--- src/design/mste_pkg.sv ---
// Package for the multitouch slot event tracker: field widths, event codes,
// register indexes, queue entry and back-end state types. No dependencies.
package mste_pkg;

  localparam int unsigned SlotCountDef = 10;
  localparam int unsigned SlotMax      = 10;
  localparam int unsigned QueueDepth   = 2;

  localparam int unsigned IdW   = 17;
  localparam int unsigned CoordW = 32;
  localparam int unsigned AxW   = 16;

  localparam logic [5:0] CodeSlot     = 6'h2F;
  localparam logic [5:0] CodeMajor    = 6'h30;
  localparam logic [5:0] CodeX        = 6'h35;
  localparam logic [5:0] CodeY        = 6'h36;
  localparam logic [5:0] CodeId       = 6'h39;
  localparam logic [5:0] CodePressure = 6'h3A;
  localparam logic [5:0] CodeNone     = 6'h00;

  localparam logic [2:0] RegPalm = 3'd0;
  localparam logic [2:0] RegXx   = 3'd1;
  localparam logic [2:0] RegXy   = 3'd2;
  localparam logic [2:0] RegXoff = 3'd3;
  localparam logic [2:0] RegYx   = 3'd4;
  localparam logic [2:0] RegYy   = 3'd5;
  localparam logic [2:0] RegYoff = 3'd6;

  localparam logic [15:0] PalmReset = 16'd200;
  localparam logic signed [31:0] CalOne = 32'sd65536;

  // Accepted report or sync, as passed from front to back
  typedef struct packed {
    logic            sync;
    logic [3:0]      slot;
    logic [IdW-1:0]  id;
    logic [15:0]     raw_x;
    logic [15:0]     raw_y;
    logic [15:0]     pressure;
    logic [15:0]     major;
    logic [15:0]     minor;
  } cmd_t;

  typedef enum logic [3:0] {
    StIdle, StMulA, StMulB, StSum, StWrite,
    StSlot, StEmit, StNext, StSync
  } back_state_e;

  typedef enum logic [2:0] {
    EvSlot, EvId, EvX, EvY, EvPressure, EvMajor
  } ev_e;

  // Saturate a floor-shifted 50-bit sum to signed 32 bits
  function automatic logic signed [31:0] sat32(input logic signed [49:0] s);
    logic signed [33:0] q;
    q = s[49:16];
    if (q > 34'sh0_7FFF_FFFF)       sat32 = 32'sh7FFF_FFFF;
    else if (q < -34'sh0_8000_0000) sat32 = 32'sh8000_0000;
    else                            sat32 = q[31:0];
  endfunction

endpackage

--- src/design/mste_front.sv ---
// Front end: accepts input beats, drops out-of-range and palm reports,
// and pushes the rest into a short queue. Depends on mste_pkg.
module mste_front #(
  parameter int unsigned SlotCount = 10
) (
  input  logic                clk_i,
  input  logic                rst_ni,
  input  logic                in_valid_i,
  output logic                in_ready_o,
  input  mste_pkg::cmd_t      in_cmd_i,
  input  logic [15:0]         palm_limit_i,
  output logic                q_valid_o,
  input  logic                q_ready_i,
  output mste_pkg::cmd_t      q_cmd_o
);
  import mste_pkg::*;

  cmd_t        mem_q [QueueDepth];
  logic        wp_q, wp_d, rp_q, rp_d;
  logic [1:0]  cnt_q, cnt_d;
  logic        keep, push, pop;

  assign in_ready_o = (cnt_q != 2'(QueueDepth));
  assign keep = in_cmd_i.sync ||
                ((32'(in_cmd_i.slot) < SlotCount) &&
                 !((palm_limit_i != '0) && (in_cmd_i.major > palm_limit_i)));
  assign push = in_valid_i && in_ready_o && keep;
  assign q_valid_o = (cnt_q != '0);
  assign pop = q_valid_o && q_ready_i;
  assign q_cmd_o = mem_q[rp_q];

  always_comb begin
    wp_d  = push ? ~wp_q : wp_q;
    rp_d  = pop ? ~rp_q : rp_q;
    cnt_d = cnt_q + 2'(push) - 2'(pop);
  end

  always_ff @(posedge clk_i or negedge rst_ni) begin
    if (!rst_ni) begin
      wp_q <= 1'b0;
      rp_q <= 1'b0;
      cnt_q <= '0;
    end else begin
      wp_q <= wp_d;
      rp_q <= rp_d;
      cnt_q <= cnt_d;
    end
  end

  always_ff @(posedge clk_i) begin
    if (push) mem_q[wp_q] <= in_cmd_i;
  end
endmodule

--- config.mk ---
export PLATFORM = sky130hd
export DESIGN_NAME = mste_front
export DESIGN_NICKNAME = d
export VERILOG_FILES = /design/src/design/mste_pkg.sv /design/src/design/mste_front.sv
export SDC_FILE = /design/constraint.sdc
export NUM_CORES = 1
export LEC_CHECK = 0
export BUFFER_PORTS_ARGS = -buffer_cell sky130_fd_sc_hd__buf_2
export CORE_ASPECT_RATIO = 2
export CORE_MARGIN = 10
export CORE_UTILIZATION = 47
export DETAILED_ROUTE_END_ITERATION = 7
export PLACE_DENSITY = 0.74
export SLEW_MARGIN = 5
export SYNTH_ARGS = -nofsm -noshare
export SYNTH_HDL_FRONTEND = slang
export SYNTH_SLANG_ARGS = --single-unit
--- constraint.sdc ---
create_clock -name clk_i -period 9.1 [get_ports clk_i]
set_clock_uncertainty 0.15 [all_clocks]
set_input_delay 0.455 -clock clk_i [delete_from_list [all_inputs] [get_ports clk_i]]
set_output_delay 0.455 -clock clk_i [all_outputs]
set_load 0.005 [all_outputs]
# Word level (Yosys, flattened, before mapping)
# Memory sizes are Yosys's and may differ from the RTL's.
# Index checks and enable logic that the tools add are counted.
[word_totals] inputBits=122 reg_bits=4 mem_count=1 elab_cells=22 output_inout_bits=104 ram_bits=204
[memory_table] memory="mem_q" words=2 width=102 read_ports=1 rd_clocked_by_memory_dff=0 write_ports=1 line="mste_front.sv:18" source="cmd_t mem_q [QueueDepth];"
[classes] n_lt_le_gt_ge=2 n_eq_ne=1 reduce_logical=9 muxes=2 add_sub_neg=2 bitwise_logic=2
[op_table] operator="16-bit greater-than comparator" n=1
[op_table] operator="16-bit nonzero test" n=1
[op_table] operator="1-bit logical AND" n=5
[op_table] operator="4-bit < comparator (second input constant)" n=1
[op_table] operator="2-bit by 1-bit adder with 2-bit output" n=1
[op_table] operator="1-bit two-way mux" n=2
[op_table] operator="2-bit inequality test (second input constant)" n=1
[op_table] operator="1-bit inverter" n=2
[op_table] operator="2-bit nonzero test" n=1
[op_table] operator="2-bit by 1-bit subtractor with 2-bit output" n=1
[op_table] operator="1-bit zero test" n=1
[op_table] operator="1-bit logical OR" n=1

# Logic depth before layout (Yosys ltp)
# Gate-level depths: netlist of the first run.
[depth] ltp_word=8 depth_mapped=12 depth_no_buf=12

# Worst setup path after synthesis of the first run
# OpenSTA, ideal clock, no wires.
[synth_path] path_type="input-to-reg" from="in palm_limit_i[7]" to="mem mem_q[1][0] (netlist name) (enable)" required_time_ns=8.241 slack_ns=-0.900 stages=7 n_path_buf=0 arrival_ns=9.141 setup_ns=0.709 cell_sequence="inv_1 -> ha_1 -> a41oi_1 -> o21ai_0 -> a221oi_1 -> a311oi_2 -> nor3b_1"
[synth_between] elab_chain_len=8 word_cells_on_any_way=9 cone_classes="order compare: 1; mux: 2; reduce/logical: 6"
[synth_lines] item="start: declaration" line="mste_front.sv:11" source="input logic [15:0] palm_limit_i,"
[synth_lines] item="16-bit greater-than comparator or 16-bit nonzero test (tied branches)" line="mste_front.sv:26" source="!((palm_limit_i != '0) && (in_cmd_i.major > palm_limit_i)));"
[synth_lines] item="1-bit logical AND (*)" line="mste_front.sv:26"
[synth_lines] item="1-bit zero test (*)" line="mste_front.sv:26"
[synth_lines] item="1-bit logical AND (*)" line="mste_front.sv:25" source="((32'(in_cmd_i.slot) < SlotCount) &&"
[synth_lines] item="1-bit logical OR (*)" line="mste_front.sv:24" source="assign keep = in_cmd_i.sync ||"
[synth_lines] item="1-bit logical AND (*)" line="mste_front.sv:27" source="assign push = in_valid_i && in_ready_o && keep;"
[synth_lines] item="1-bit two-way mux (*)" line="mste_front.sv:51" source="if (push) mem_q[wp_q] <= in_cmd_i;"
[synth_lines] item="1-bit two-way mux (not written as such) (*)" line="mste_front.sv:51"
[synth_lines] item="end: declaration" line="mste_front.sv:18"
# Every way passes the cells marked *; elsewhere a longest branch is shown, timed or not.

# Worst setup path after layout of the first run
[layout_path] from="in in_cmd_i[23] (netlist name)" to="mem mem_q[0][17] (netlist name) (enable)"
[layout_between] elab_chain_len=8
[layout_lines] item="start: declaration" line="mste_front.sv:10" source="input mste_pkg::cmd_t in_cmd_i,"
[layout_lines] item="16-bit greater-than comparator" line="mste_front.sv:26"
[layout_lines] item="1-bit logical AND" line="mste_front.sv:26"
[layout_lines] item="1-bit zero test" line="mste_front.sv:26"
[layout_lines] item="1-bit logical AND" line="mste_front.sv:25"
[layout_lines] item="1-bit logical OR" line="mste_front.sv:24"
[layout_lines] item="1-bit logical AND" line="mste_front.sv:27"
[layout_lines] item="1-bit two-way mux" line="mste_front.sv:51"
[layout_lines] item="1-bit two-way mux (not written as such)" line="mste_front.sv:51"
# No other way between the ends.

==> results by group, run 1 <==
Logic synthesis
  • Synth unique cells: 33
  • Dominant cell type by area after synthesis: edfxtp_1
  • Count leader, synth: edfxtp_1
  • Synth Instances: 407
  • Post-synth top area share: 76.21%
  • Ys Warns: 0
  • Area contributors post-synth: edfxtp_1, mux2_2, ha_1
  • Seq/Total Area, Yosys: 77.46%
  • Synthesized area per cell: 19.75 um2
  • Top_reg_cell synth: edfxtp_1
  • Number of synthesized flops with an enable pin: 204
  • Post-synth top cells: edfxtp_1, mux2_2, ha_1, inv_1, buf_2
  • Mapped Area: 8038 um2
  • Async SR Flop Fraction: 1.923%
  • FF+latch count, synth: 208
  • Syn_nets: 547

Final layout
  • Syn-to-layout area delta: 26.42%
  • Number of fill cells: 1301
  • Final nets: 794
  • Post-layout util: 60.60%
  • Layout cells sized above 1: 55.11%

STA
  • Unrepaired setup endpoints after global routing: false
  • Tcrit/Tclk final: 42.30%
  • Least-Margin Pin Slew: 1.026 ns
  • Final Max Slew Viols: 0
  • Fin Setup TNS: 0 ns
  • Final hold vios: 0
  • FMAX: 259.8 MHz
  • Final Critical Period: 3.849 ns
  • Relative slew margins: 31.57%
  • # setup viols final: 0

Global routing
  • GRT overflow: 0
  • Largest net degree at the start of global routing: 81
  • Total GRT Usage: 15.09%
  • Vias in the first global route: 5045
  • Initial antenna violation count: 8
  • Global-route wire length before repair: 27250 um

Clocking
  • CTS Sinks: 208
  • Longest Clk Path Bufs: 3
  • CTS root buf: clkbuf_16
  • CTS H-tree lvls: 1
  • CTS clk-pin slew, worst paths: 0.07 ns
  • CTS tree: done
  • Clk_lat worst skew: 0.46 ns
  • Post-CTS Setup Inserts: 0
  • CTS Buf Count: 19

Detailed routing
  • Post-DRT Antenna Nets: 0
  • Post-DR wirelength/cell: 21.04 um
  • Detailed-route wire length: 18560 um
  • Via count: 4570
  • Iteration-0 DRC Markers: 160
  • TritonRoute pass-1 iters: 4
  • DRC: 0
  • Routed vias/inst: 5.181

Floorplanning
  • Die ar.: 23050 um2
  • Starting Density: 47.94%
  • Die Height: 204.9 um
  • Die X: 112.5 um
  • Num rows: 67
  • # IOs: 226
  • Core area: 16770 um2

Flow run
  • Max-cap violations: 0

Critical path
  • Worst setup EP type: register
  • CP Data Arrival Time: 3.79 ns
  • Critical path class: in -> reg
  • Crit start category: input port
  • Maximum fanout along the worst path: 54
  • Req. time, crit path: 9.04 ns

Placed design
  • GP Congestion: 0.8175
  • DP Wirelength: 13640 um
  • Buffers on Ports: 225

Min path
  • Min-delay worst type: in -> reg

Power and ir drop
  • Power per Cell Area: 278.5 nW/um2
  • Max VDD drop: 0.2050 mV
  • LEAKAGE: 3.874 nW
  • Pwr Total: 2.829 mW

Run status
  • Status: completed
per-layer routing:
layer | GRT usage, % | vias to the layer above | part of all wire, %
met5 | 0 | - | 0
met4 | 8.288 | 0 | 4.5
met3 | 3.339 | 41 | 5.4
met2 | 29.38 | 185 | 59
met1 | 13.78 | 2233 | 32
li1 | - | 2111 | -
cell type report:
class / count / area, um2 / area share (%)
Inverter: 18 / 67.56 / 0.6649
Clock inverter: 10 / 121.4 / 1.194
Tap cell: 207 / 259.0 / 2.549
Clock buffer: 23 / 510.5 / 5.024
Sequential cell: 208 / 6230 / 61.31
Multi-Input combinational cell: 170 / 1717 / 16.89
Antenna cell: 9 / 22.52 / 0.2216
Timing Repair Buffer: 237 / 1234 / 12.14
metrics by stage:
stage | cell area (um2) | hold WS, ns | setup WS, ns | std cells
3_3_place_gp | 9437 | 0.1162 | 4.945 | 833
3_5_place_dp | 9437 | 0.1178 | 4.820 | 833
2_1_floorplan | 8048 | 0.009409 | 2.723 | 407
4_1_cts | 10110 | 0.0002152 | 5.297 | 870
6_report | 10160 | 0.02402 | 5.251 | 882
5_1_grt | 10160 | 0.002286 | 5.129 | 880
what timing repair did:
action                    in CTS  in global routing
resized for setup              0                  0
hold endpoints to repair       9                  6
hold buffers                   4                  3
cells in the final DEF (no fill, tap or decap), types with 2 or more instances in the layout:
cell / n
buf_2: 225
edfxtp_1: 204
mux2_2: 102
clkbuf_16: 19
inv_1: 18
ha_1: 18
diode_2: 9
dlygate4sd3_1: 7
nand4_1: 6
a21oi_1: 5
buf_4: 5
nor4_1: 4
nand2_1: 3
o21ai_0: 3
nand2b_1: 3
clkinvlp_4: 3
dfrtp_1: 3
nor2_1: 2
nand3_1: 2
o211ai_1: 2
xnor2_1: 2
nor3b_1: 2
and2_1: 2
clkbuf_1: 2
bufinv_16: 2
clkbuf_8: 2
clkinv_2: 2
path summary, 6_finish.rpt:
kind / slack [ns] / depth (start not counted) / to / from
setup / recovery: 5.25 / 9 / mem_q[0][17] / in_cmd_i[23]
hold / removal: 0.02 / 1 / mem_q[0][46] / in_cmd_i[46]
max in group asynchronous: 8.50 / 2 / rp_q / rst_ni
hold reg to reg: 0.35 / 1 / cnt_q[1] / cnt_q[1]
setup reg to reg: 6.31 / 5 / mem_q[0][17] / cnt_q[1]
min in group asynchronous: 0.17 / 2 / wp_q / rst_ni
flip-flops by register name, summed over array words and instances, names as in the netlist:
name / count
rp_q: 1
mem_q: 204
wp_q: 1
cnt_q: 2
worst max-delay path, stage by stage:
cell and delay, ns:
buf_2 0.12, ha_1 0.32, a41oi_1 0.20, o21ai_0 0.17
a221oi_1 0.67, a311oi_2 0.32, nor3_4 0.23, buf_4 0.55
buf_4 0.69
power breakdown:
part	internal, mW	switching [mW]	leakage [nW]
registers	1.24	0.0579	1.92
clock network	0.461	0.326	0.300
logic	0.371	0.376	1.66
total	2.07	0.761	3.87
cells by family after synthesis:
family,count (synthesis),synth area share [%]
AOI/OAI and AO/OA,17,1.479
muxes,102,14.29
DFF,208,77.46
adders and majority gates,18,2.802
and+or+nand+nor,30,2.179
buffers and inverters,29,1.463
xor gates and xnor gates,3,0.3270
Note: power is estimated with default switching activity, not from simulation.
==> inputs of run 2 (changes only) <==
==> constraint.sdc (replaced) <==
create_clock -name clk_i -period 3.2 [get_ports clk_i]
set_clock_uncertainty 0.15 [all_clocks]
set_input_delay 0.16 -clock clk_i [delete_from_list [all_inputs] [get_ports clk_i]]
set_output_delay 0.16 -clock clk_i [all_outputs]
set_load 0.005 [all_outputs]
==> run 2 against run 1 <==
Compared with the run above:
- flip-flop and latch count unchanged
- sequential power increased to 2.9 times the previous value
- register-to-register slack got worse by 5.2 ns
- critical path type unchanged
==> results by group, run 2 (synthesis gave the netlist of run 1 again) <==
Critical path
  • Crit-path cells: dlygate4sd3_1 -> buf_2 -> ha_4 -> nand4_1 -> or3_1 -> a21o_1 -> a311oi_4 -> or2_1 -> ha_1 -> inv_1 -> ha_1 -> xnor2_1 -> xnor2_1
  • Worst setup EP type: register
  • Req. time, crit path: 3.44 ns (-5.60 ns)
  • Path depth of the worst reg2reg path: 8 (+3)
  • Worst reg2reg setup slack: 1.14 ns (-5.17 ns)
  • CP max stage delay: 0.54 ns (-0.15 ns)
  • Maximum fanout along the worst path: 3 (-94%)
  • Critical path class: in -> reg
  • Crit-path slowest cell: dlygate4sd3_1
  • CP Data Arrival Time: 3.23 ns (-0.56 ns)
  • Crit start category: input port

Power and ir drop
  • Power per Cell Area: 707.5 nW/um2 (+150%)
  • Max VDD drop: 0.4976 mV (+140%)
  • Pwr Total: 7.975 mW (+180%)
  • LEAKAGE: 4.259 nW (+10%)

Detailed routing
  • Top sig layer: met4
  • Metal2 WL: 11690 um (+7.6%)
  • Detailed-route wire length: 19970 um (+7.6%)
  • Post-DRT Antenna Nets: 0 (unchanged)
  • TritonRoute pass-1 iters: 4 (unchanged)
  • Met3 WL: 984 um (-2.5%)
  • Via count: 4951 (+8.3%)
  • DRC: 0 (unchanged)
  • Routed vias/inst: 5.088 (-1.8%)
  • M1 WL: 6429 um (+10%)
  • Post-DR wirelength/cell: 20.53 um (-2.4%)
  • Iteration-0 DRC Markers: 158 (-1.3%)

Clocking
  • Clk_lat worst skew: 0.46 ns (about the same)
  • CTS Hold Bufs: 106 (+102)
  • Longest Clk Path Bufs: 3 (unchanged)
  • CTS tree: done
  • CTS clk-pin slew, worst paths: 0.06 ns (about the same)
  • CTS Sinks: 208 (unchanged)
  • CTS Buf Count: 19 (unchanged)
  • CTS H-tree lvls: 1 (unchanged)
  • Post-CTS Resized: 0 (unchanged)
  • CTS root buf: clkbuf_16
  • Post-CTS Setup Inserts: 0 (unchanged)

Global routing
  • Total GRT Usage: 16.78% (+1.7 points)
  • Initial antenna violation count: 2 (-6)
  • Largest net degree at the start of global routing: 70 (-14%)
  • Global-route wire length before repair: 30370 um (+11%)
  • Vias in the first global route: 5657 (+12%)
  • GRT overflow: 0 (unchanged)

Floorplanning
  • Core area: 16770 um2 (unchanged)
  • Starting Density: 47.94% (unchanged)
  • Die Height: 204.9 um (unchanged)
  • Num rows: 67 (unchanged)
  • Die X: 112.5 um (unchanged)
  • # IOs: 226 (unchanged)
  • Die ar.: 23050 um2 (unchanged)

STA
  • Tcrit/Tclk final: 93.52%
  • Fin Setup TNS: 0 ns (unchanged)
  • Final hold vios: 0 (unchanged)
  • Final Critical Period: 2.993 ns
  • Relative slew margins: 59.07% (+27 points)
  • Unrepaired setup endpoints after global routing: false
  • FMAX: 334.1 MHz
  • Final worst slack: 0.2072 ns (-5.043 ns)
  • Final Max Slew Viols: 0 (unchanged)
  • Least-Margin Pin Slew: 0.6140 ns (-0.4124 ns)
  • Min Hold Slack: 0.2550 ns (+0.2310 ns)
  • # setup viols final: 0 (unchanged)

Placed design
  • Placement Setup Slack: 0.2526 ns (-4.567 ns)
  • GP Congestion: 0.8117 (-0.71%)
  • Dpl cells: 835 (+0.24%)
  • Buffers on Ports: 225 (unchanged)
  • DP Wirelength: 13960 um (+2.3%)

Flow run
  • Max-cap violations: 0 (unchanged)

Min path
  • WHS Path Cells: 7 (+6)
  • Min-delay worst type: in -> reg

Final layout
  • Max reg flops: 204 (unchanged)
  • Fin cells: 973 (+10%)
  • Most frequent cells in the layout: buf_2, edfxtp_1, dlygate4sd3_1
  • Largest regs: mem_q x204, cnt_q x2
  • Final nets: 895 (+13%)
  • Commonest non-fill, non-tap cell in the layout: buf_2
  • Biggest register: mem_q
  • Syn-to-layout area delta: 40.24%
  • Layout cells sized above 1: 50.26% (-4.8 points)

Run status
  • Status: completed
run 2: per-stage QoR:
stage               util (%)  cell area, um2
global route           67.23           11270
CTS                    67.20           11270
finish                 67.23           11270
floorplan                  -            8239
global placement       57.74            9681
detailed placement     57.74            9681
run 2: critical path: cells and delay by family:
kind / cells / cell delay, ns
compound gates: 2 / 0.66
simple gates: 3 / 0.72
buf+inv: 3 / 0.76
fa+ha+maj: 3 / 0.64
xor+xnor: 2 / 0.27
run 2: final timing paths:
path	endpoint	from
setup / recovery	cnt_q[1]	in_cmd_i[31]
hold / removal	wp_q	palm_limit_i[15]
setup reg to reg	cnt_q[1]	cnt_q[1]
hold reg to reg	cnt_q[1]	cnt_q[1]
max in group asynchronous	rp_q	rst_ni
min in group asynchronous	cnt_q[0]	rst_ni
run 2: metal layers:
layer,global-route usage (%),up-vias
met4,8.470,0
met2,33.37,168
li1,-,2301
met5,0,-
met1,15.37,2431
met3,3.134,51
run 2: where the power goes:
part | total (mW) | leakage, nW | switching, mW | internal (mW)
clock network | 1.97 | 0.249 | 0.882 | 1.09
logic | 2.28 | 2.09 | 1.08 | 1.19
registers | 3.73 | 1.92 | 0.216 | 3.51
total | 7.97 | 4.26 | 2.18 | 5.79
run 2: final cells by class:
cell class	count	area, um2
clock buffer	24	494.2
timing repair buffer	338	2290
multi-input combinational	170	1871
clock inverter	6	31.28
antenna	2	5.005
fill	1142	5494
sequential	208	6230
inverter	18	92.59
tap	207	259.0
==> inputs of run 3 (changes only) <==
==> config.mk (replaced) <==
export PLATFORM = sky130hd
export DESIGN_NAME = mste_front
export DESIGN_NICKNAME = d
export VERILOG_FILES = /design/src/design/mste_pkg.sv /design/src/design/mste_front.sv
export SDC_FILE = /design/constraint.sdc
export NUM_CORES = 1
export LEC_CHECK = 0
export BUFFER_PORTS_ARGS = -buffer_cell sky130_fd_sc_hd__clkbuf_2
export CORE_ASPECT_RATIO = 2
export CORE_MARGIN = 10
export CORE_UTILIZATION = 28
export DETAILED_ROUTE_END_ITERATION = 7
export PLACE_DENSITY = 0.48
export SLEW_MARGIN = 5
export SYNTH_ARGS = -nofsm -noshare
export SYNTH_HDL_FRONTEND = slang
export SYNTH_SLANG_ARGS = --single-unit
export TNS_END_PERCENT = 50
==> run 3 against run 2 <==
Compared with the run above:
- die area up 57%
- sequential share of layout area is 1.6 points lower
- hold slack got worse by 0.20 ns
- largest power group unchanged
- register-to-register slack got worse by 0.05 ns
- count of clock-buffer cells in the layout down 4
- utilization decreased by 26 points
- largest cell class unchanged
- routed wire length grew 9.7%
- cell count is 15% higher
==> results by group, run 3 (synthesis gave the netlist of run 1 again) <==
Critical path
  • Critical path class: in -> reg
  • Worst setup EP type: register
  • Crit-path slowest cell: dlygate4sd3_1
  • Maximum fanout along the worst path: 3 (unchanged)
  • CP Data Arrival Time: 3.22 ns (about the same)
  • Req. time, crit path: 3.48 ns (+0.04 ns)
  • Crit start category: input port
  • Crit-path cells: dlygate4sd3_1 -> clkbuf_2 -> ha_4 -> nand4_1 -> or3_1 -> a21o_1 -> a311oi_4 -> or2_1 -> ha_1 -> inv_1 -> ha_1 -> xnor2_1 -> xnor2_1
  • CP max stage delay: 0.54 ns (about the same)

Final layout
  • Final nets: 897 (+0.22%)
  • Post-layout util: 41.04% (-26 points)
  • Layout cells sized above 1: 51.17% (+0.91 points)
  • Biggest register: mem_q
  • Syn-to-layout area delta: 44.51%
  • Most frequent cells in the layout: clkbuf_2, edfxtp_1, dlygate4sd3_1
  • Commonest non-fill, non-tap cell in the layout: clkbuf_2
  • Fin cells: 1122 (+15%)
  • Largest regs: mem_q x204, cnt_q x2
  • Antenna cells: 0 (-2)
  • Max reg flops: 204 (unchanged)
  • Number of fill cells: 2643 (+130%)

STA
  • Unrepaired setup endpoints after global routing: false
  • Final hold vios: 0 (unchanged)
  • Final Critical Period: 2.933 ns (-0.05951 ns)
  • Fin Setup TNS: 0 ns (unchanged)
  • Tcrit/Tclk final: 91.67% (-1.9 points)
  • FMAX: 340.9 MHz (+2.0%)
  • Relative slew margins: 53.27% (-5.8 points)
  • Final worst slack: 0.2667 ns (+0.05951 ns)
  • Least-Margin Pin Slew: 0.7010 ns (+0.08700 ns)
  • Final Max Slew Viols: 0 (unchanged)
  • # setup viols final: 0 (unchanged)

Detailed routing
  • TritonRoute pass-1 iters: 4 (unchanged)
  • Iteration-0 DRC Markers: 169 (+7.0%)
  • Post-DRT Antenna Nets: 0 (unchanged)
  • Post-DR wirelength/cell: 19.52 um (-4.9%)
  • Detailed-route wire length: 21910 um (+9.7%)
  • Routed vias/inst: 4.387 (-14%)
  • Via count: 4922 (-0.59%)
  • DRC: 0 (unchanged)

Placed design
  • Dpl cells: 985 (+18%)
  • Buffers on Ports: 225 (unchanged)
  • DP Wirelength: 16110 um (+15%)
  • Placement Setup Slack: 0.2018 ns (-0.05077 ns)
  • GP Congestion: 0.7695 (-5.2%)

Global routing
  • Vias in the first global route: 5812 (+2.7%)
  • GRT overflow: 0 (unchanged)
  • Largest net degree at the start of global routing: 50 (-29%)
  • Initial antenna violation count: 1 (-1)
  • Met2 Use GR: 24.17% (-9.2 points)
  • Grt met3 use: 2.318% (-0.82 points)
  • GR Util met1: 10.55% (-4.8 points)
  • Global-route wire length before repair: 33310 um (+9.7%)
  • GR peak layer: met2
  • Total GRT Usage: 11.76% (-5.0 points)

Power and ir drop
  • Power per Cell Area: 724.8 nW/um2 (+2.4%)
  • Max VDD drop: 0.4684 mV (-5.9%)
  • LEAKAGE: 4.391 nW (+3.1%)
  • Pwr Total: 8.418 mW (+5.6%)

Clocking
  • Clk_lat worst skew: 0.51 ns (+0.05 ns)
  • Post-CTS Resized: 0 (unchanged)
  • CTS tree: done
  • CTS H-tree lvls: 1 (unchanged)
  • Longest Clk Path Bufs: 3 (unchanged)
  • CTS root buf: clkbuf_16
  • Post-CTS Setup Inserts: 0 (unchanged)
  • CTS Buf Count: 20 (+1)
  • CTS Sinks: 208 (unchanged)
  • CTS clk-pin slew, worst paths: 0.07 ns (about the same)

Floorplanning
  • Die Height: 259.6 um (+27%)
  • # IOs: 226 (unchanged)
  • Num rows: 87 (+30%)
  • Die X: 139.8 um (+24%)
  • Starting Density: 28.40% (-20 points)
  • Die ar.: 36290 um2 (+57%)
  • Core area: 28300 um2 (+69%)

Min path
  • Min-delay worst type: in -> reg

Flow run
  • Max-cap violations: 0 (unchanged)

Run status
  • Status: completed
[run 3: cell count changes in the layout (fill, tap and decap cells not counted)]
cell	change
buf_2	-225
buf_12	+3
diode_2	-2
clkinv_1	-1
clkinvlp_4	-1
clkinv_2	+3
clkbuf_2	+225
clkbuf_16	+1
buf_4	-2
clkbuf_1	-5
clkinv_8	+1
bufinv_16	+3
[run 3: timing repair]
action                                  in CTS  in global routing
endpoints found under the setup margin       0                  0
hold endpoints to repair                   210                  0
hold buffers                               106                  0
[run 3: critical path: cells and delay by family]
family	cells	cell delay [ns]
adders and majority gates	3	0.65
AOI/OAI and AO/OA	2	0.67
and+or+nand+nor	3	0.69
buffers and inverters	3	0.76
xor gates and xnor gates	2	0.26
[run 3: layer usage]
metal / vias to the layer above / share of wire [%]
met2: 140 / 61
li1: 2302 / -
met4: 2 / 3.1
met1: 2441 / 32
met5: - / 0.050
met3: 37 / 4.5
[run 3: power breakdown]
part | leakage [nW] | switching, mW | internal (mW)
Sequential | 1.92 | 0.225 | 3.51
Combinational | 2.16 | 1.11 | 1.22
Clock | 0.315 | 0.976 | 1.38
Total | 4.39 | 2.31 | 6.10
[run 3: stage by stage]
step / hold WS (ns) / cell area [um2]
final: 0.05109 / 11610
after floorplan: -0.2856 / 8239
after detailed placement: -0.1615 / 9912
after CTS: 0.02090 / 11610
after global routing: 0.06119 / 11610
after global placement: -0.1635 / 9912
[run 3: cell type report]
type,count,area (um2),area share [%]
clock inverters,11,141.4,1.217
flip-flops and latches,208,6230,53.64
inverters,18,92.59,0.7972
well taps,356,445.4,3.835
multi-input cells,170,1871,16.10
clock buffers,20,500.5,4.309
repair buffers,339,2335,20.10
[run 3: path summary, 6_finish.rpt]
kind	slack (ns)	end	cells after the start	from
worst max-delay path	0.27	cnt_q[1]	13	in_cmd_i[26]
worst min-delay path	0.05	wp_q	6	palm_limit_i[15]
worst max register to register	1.09	cnt_q[1]	8	cnt_q[1]
worst min register to register	0.36	cnt_q[1]	1	cnt_q[1]
max in group asynchronous	2.28	rp_q	3	rst_ni
min in group asynchronous	0.41	wp_q	3	rst_ni
